File: src/rtl/skt_pkg.sv
// ----------------------------------------------------------------------------
// skt_pkg: shared types and constants of the sorted key/tag table
// Item formats, status and mode codes, the entry record and the cell controls.
// ----------------------------------------------------------------------------
package skt_pkg;

	localparam int TABLE_ENTRIES  = 64;
	localparam int TAGS_PER_ENTRY = 8;
	localparam int KEY_WIDTH      = 32;
	localparam int TAG_WIDTH      = 32;

	localparam int IDX_W  = $clog2(TABLE_ENTRIES);
	localparam int ECNT_W = $clog2(TABLE_ENTRIES + 1);
	localparam int TIDX_W = (TAGS_PER_ENTRY > 1) ? $clog2(TAGS_PER_ENTRY) : 1;
	localparam int TCNT_W = $clog2(TAGS_PER_ENTRY + 1);

	localparam logic [1:0] MODE_PUT    = 2'd0;
	localparam logic [1:0] MODE_READ   = 2'd1;
	localparam logic [1:0] MODE_REMOVE = 2'd2;
	localparam logic [1:0] MODE_QUERY  = 2'd3;

	localparam logic [1:0] ST_OK        = 2'd0;
	localparam logic [1:0] ST_NOT_FOUND = 2'd1;
	localparam logic [1:0] ST_FULL      = 2'd2;
	localparam logic [1:0] ST_TOO_MANY  = 2'd3;

	typedef struct packed {
		logic [1:0]  mode;
		logic [31:0] key;
		logic [31:0] tag;
		logic        has_tag;
		logic        last;
	} cmd_t;

	typedef struct packed {
		logic [1:0]  status;
		logic [31:0] out_key;
		logic [31:0] out_tag;
		logic        has_value;
		logic        end_of_run;
	} rsp_t;

	typedef struct packed {
		logic [KEY_WIDTH-1:0]                     key;
		logic [TCNT_W-1:0]                        cnt;
		logic [TAGS_PER_ENTRY-1:0][TAG_WIDTH-1:0] tags;
	} entry_t;

	typedef enum logic [2:0] {
		CELL_HOLD,
		CELL_NEW,
		CELL_LEFT,
		CELL_RIGHT,
		CELL_TAGS
	} cell_op_t;

	typedef struct packed {
		logic key_lt;
		logic key_eq;
		logic tag_hit;
	} cell_flags_t;

endpackage

File: src/rtl/skt_cell.sv
// ----------------------------------------------------------------------------
// skt_cell: one table slot
// Holds one entry, compares it against the probe key and tag, and loads from
// the new entry or a neighbor when the row shifts.
// ----------------------------------------------------------------------------
module skt_cell
	import skt_pkg::*;
(
	input  logic                 clk,
	input  cell_op_t             op,
	input  logic                 slot_valid,
	input  entry_t               new_entry,
	input  entry_t               left_entry,
	input  entry_t               right_entry,
	input  logic [KEY_WIDTH-1:0] probe_key,
	input  logic [TAG_WIDTH-1:0] probe_tag,
	output entry_t               entry,
	output cell_flags_t          flags
);

	entry_t entry_q;

	always_ff @(posedge clk) begin
		unique case (op)
			CELL_NEW:   entry_q <= new_entry;
			CELL_LEFT:  entry_q <= left_entry;
			CELL_RIGHT: entry_q <= right_entry;
			CELL_TAGS: begin
				entry_q.cnt  <= new_entry.cnt;
				entry_q.tags <= new_entry.tags;
			end
			default:    entry_q <= entry_q;
		endcase
	end

	always_comb begin
		logic hit;
		hit = 1'b0;
		for (int j = 0; j < TAGS_PER_ENTRY; j++) begin
			if ((TCNT_W'(j) < entry_q.cnt) && (entry_q.tags[j] == probe_tag))
				hit = 1'b1;
		end
		flags.tag_hit = hit;
		flags.key_lt  = slot_valid && (entry_q.key < probe_key);
		flags.key_eq  = slot_valid && (entry_q.key == probe_key);
	end

	assign entry = entry_q;

endmodule

File: config.mk
export PLATFORM = sky130hd
export DESIGN_NAME = skt_cell
export DESIGN_NICKNAME = d
export VERILOG_FILES = /design/src/rtl/skt_pkg.sv /design/src/rtl/skt_cell.sv
export SDC_FILE = /design/constraint.sdc
export NUM_CORES = 1
export LEC_CHECK = 0
export CAP_MARGIN = 20
export CORE_AREA = 2 2 485 487
export DETAILED_ROUTE_END_ITERATION = 8
export DIE_AREA = 0 0 487 489
export DONT_BUFFER_PORTS = 1
export GPL_TIMING_DRIVEN = 0
export PLACE_DENSITY = 0.3
export RECOVER_POWER = 100
export SLEW_MARGIN = 20
export SYNTH_ARGS = -nofsm -noshare
export SYNTH_HDL_FRONTEND = slang
export SYNTH_SLANG_ARGS = --single-unit
File: constraint.sdc
create_clock -name clk -period 20.4 [get_ports clk]
set_input_delay 3.06 -clock clk [delete_from_list [all_inputs] [get_ports clk]]
set_output_delay 3.06 -clock clk [all_outputs]
set_load 0.005 [all_outputs]
==> qor.yml <==
clocking:
  clk_pin_slew_ns: 0.07
  clk_path_buf_depth: 3
  htree_num_levels: 2
  hold_buffers: 0
  cts_made_buffers: 46
  root_buffer: "clkbuf_16"
  postCtsResizedCells: 0
  post_cts_buffers: 0
  cts_tree: "done"
  cts.sinks: 292
timing:
  fin_crit_sh_pct: 51.2
  rsz0062_at_grt: "no"
  period_needed_ns: 10.44
  fin_ws_ns: 9.96
  hold_viol_final: 0
  setup_viol: 0
  slew_violations: 11
  worst_pin_slew_ns: 1.61
  fmax_mhz: 95.8
  setup_tns_ns: 0
  slew_headroom_pct: -7.62
logic_synthesis:
  synth_nets: 2745
  yosysTopAreaCell: "edfxtp_1"
  synth.cell_area_um2: 17600
  syn_inst: 1768
  ys_warn_count: 0
  yosys_most_used_dff: "edfxtp_1"
  syn_area_per_cell_um2: 9.94
  yosys_register_bits: 292
  async_reset_ff_share_pct: 0
  ys_seq_area_share_pct: 49.9
  synth.top_cell.area_share_pct: 49.9
  synth_edf_count: 292
  synth.area.top_cells: "edfxtp_1 (50%), nand2_1 (12%), a22oi_1 (11%)"
  synth_cell_types: 36
floorplanning:
  die_h_um: 489
  num_rows: 178
  pin_count: 1240
  die_area_um2: 238000
  coreArea_um2: 234000
  start_util_pct: 7.52
  die_w_um: 487
power:
  cellLeakagePower_nw: 8.10
  p_total_mw: 2.22
  irDropWorstVdd_mv: 0.0550
  pwr_density_cell_nw_per_um2: 95.1
place:
  placed_cell_area_um2: 22000
  dp_slack_ns: 10.42
  dp_hpwl_um: 195000
  io_buffers: 0
  place_congestion: 0.967
cells_and_area:
  mostFrequentLayoutCells: "nand2_1 (555), edfxtp_1 (292), a22oi_1 (258)"
  post-route-util_pct: 9.98
  syn_to_final_growth_pct: 32.7
  finalInstanceArea_um2: 23300
  layout_commonest_cell: "nand2_1"
  largest_register_ffs: 292
  layout-drive-gt1-share_pct: 6.34
  nets: 2834
run:
  drv_cap: 1
detailed_routing:
  first_pass_iters: 7
  postRouteAntennaNets: 0
  wl_per_cell_um: 44.5
  wl_um: 224000
  drt_iter0_markers: 1530
  drc: 0
  vias_per_cell: 3.38
  via_count: 17000
global_route:
  grt_pass1_wl_um: 258000
  grt_pass1_vias: 16500
  antenna_found_initial: 223
  grt_max_degree: 19
  grt-ovfl-total: 0
  groute.usage.overall_pct: 18.0
setup_path:
  critPathLaunchType: "input pin"
  crit_fanout: 13
  cp.arrival_ns: 10.73
  path_class: "in -> reg"
  crit_required_ns: 20.70
  end_kind: "flip-flop"
status:
  violations: "capacitance limit, slew limit"
  status: "finished, violations left"
worst_hold_path:
  hp-class: "in -> reg"
metal layers:
metal	vias up	global-route usage, %	part of all wire, %
li1	6644	-	-
met1	8339	19.0	35
met2	1473	30.3	48
met3	452	8.99	13
met4	118	7.89	4.5
met5	-	0	0.34
cells by family (layout without fill, tap and decap cells):
logic type | count (synthesis) | after routing | share of synthesized area, %
simple gates | 668 | 668 | 15.8
xor+xnor | 258 | 258 | 12.9
other cells | 0 | 90 | 0
mux | 32 | 32 | 1.82
buf+inv | 160 | 284 | 3.92
compound gates | 326 | 326 | 13.4
fa+ha+maj | 32 | 32 | 2.28
flops | 292 | 292 | 49.9
final timing paths:
path            start         end  slack (ns)  cells after the start
max             op[0]   entry[75]        9.96                     13
min   left_entry[258]  entry[258]        2.56                      2
cells in the mapped netlist, types with 3 or more instances:
cell,number
a21o_1,13
o21ai_1,4
nor2b_1,4
a21oi_1,7
buf_6,7
nor4_1,47
xnor2_1,90
buf_2,25
o21ai_0,33
buf_1,11
nor2_1,15
inv_1,33
xor2_1,166
edfxtp_1,292
nand4_1,37
ha_1,32
nand3_1,3
nand2_1,555
a22oi_1,260
mux2i_1,32
clkbuf_1,83
power by group:
| part | internal, mW | total (mW) | switching [mW] |
|---|---|---|---|
| logic | 0.120 | 0.398 | 0.278 |
| registers | 0.787 | 1.00 | 0.217 |
| clock network | 0.449 | 0.815 | 0.366 |
critical path: stages:
cell and delay [ns]:
clkbuf_1 0.49, clkbuf_1 0.74, nor2_1 0.18, xnor2_1 0.66, clkbuf_1 0.67, clkbuf_1 0.59
clkbuf_1 0.65, clkbuf_1 0.65, clkbuf_1 0.55, clkbuf_1 0.63, clkbuf_1 0.51, clkbuf_1 0.65
clkbuf_1 0.63
final cells by class:
type	count	area (µm²)
Fill cell	27200	210000
Sequential cell	292	8770
Multi-Input combinational cell	1316	8170
Tap cell	3060	3830
Clock buffer	61	1230
Buffer	127	573
Antenna cell	90	225
Timing Repair Buffer	41	216
Clock inverter	22	188
Inverter	33	124
metrics by stage:
step / hold WS (ns) / std cells
5_1_grt: 2.51 / 5000
4_1_cts: 2.47 / 4952
2_1_floorplan: 3.24 / 1768
3_3_place_gp: 3.25 / 4828
3_5_place_dp: 3.25 / 4869
6_report: 2.56 / 5042
(Power assumes the default switching activity.)
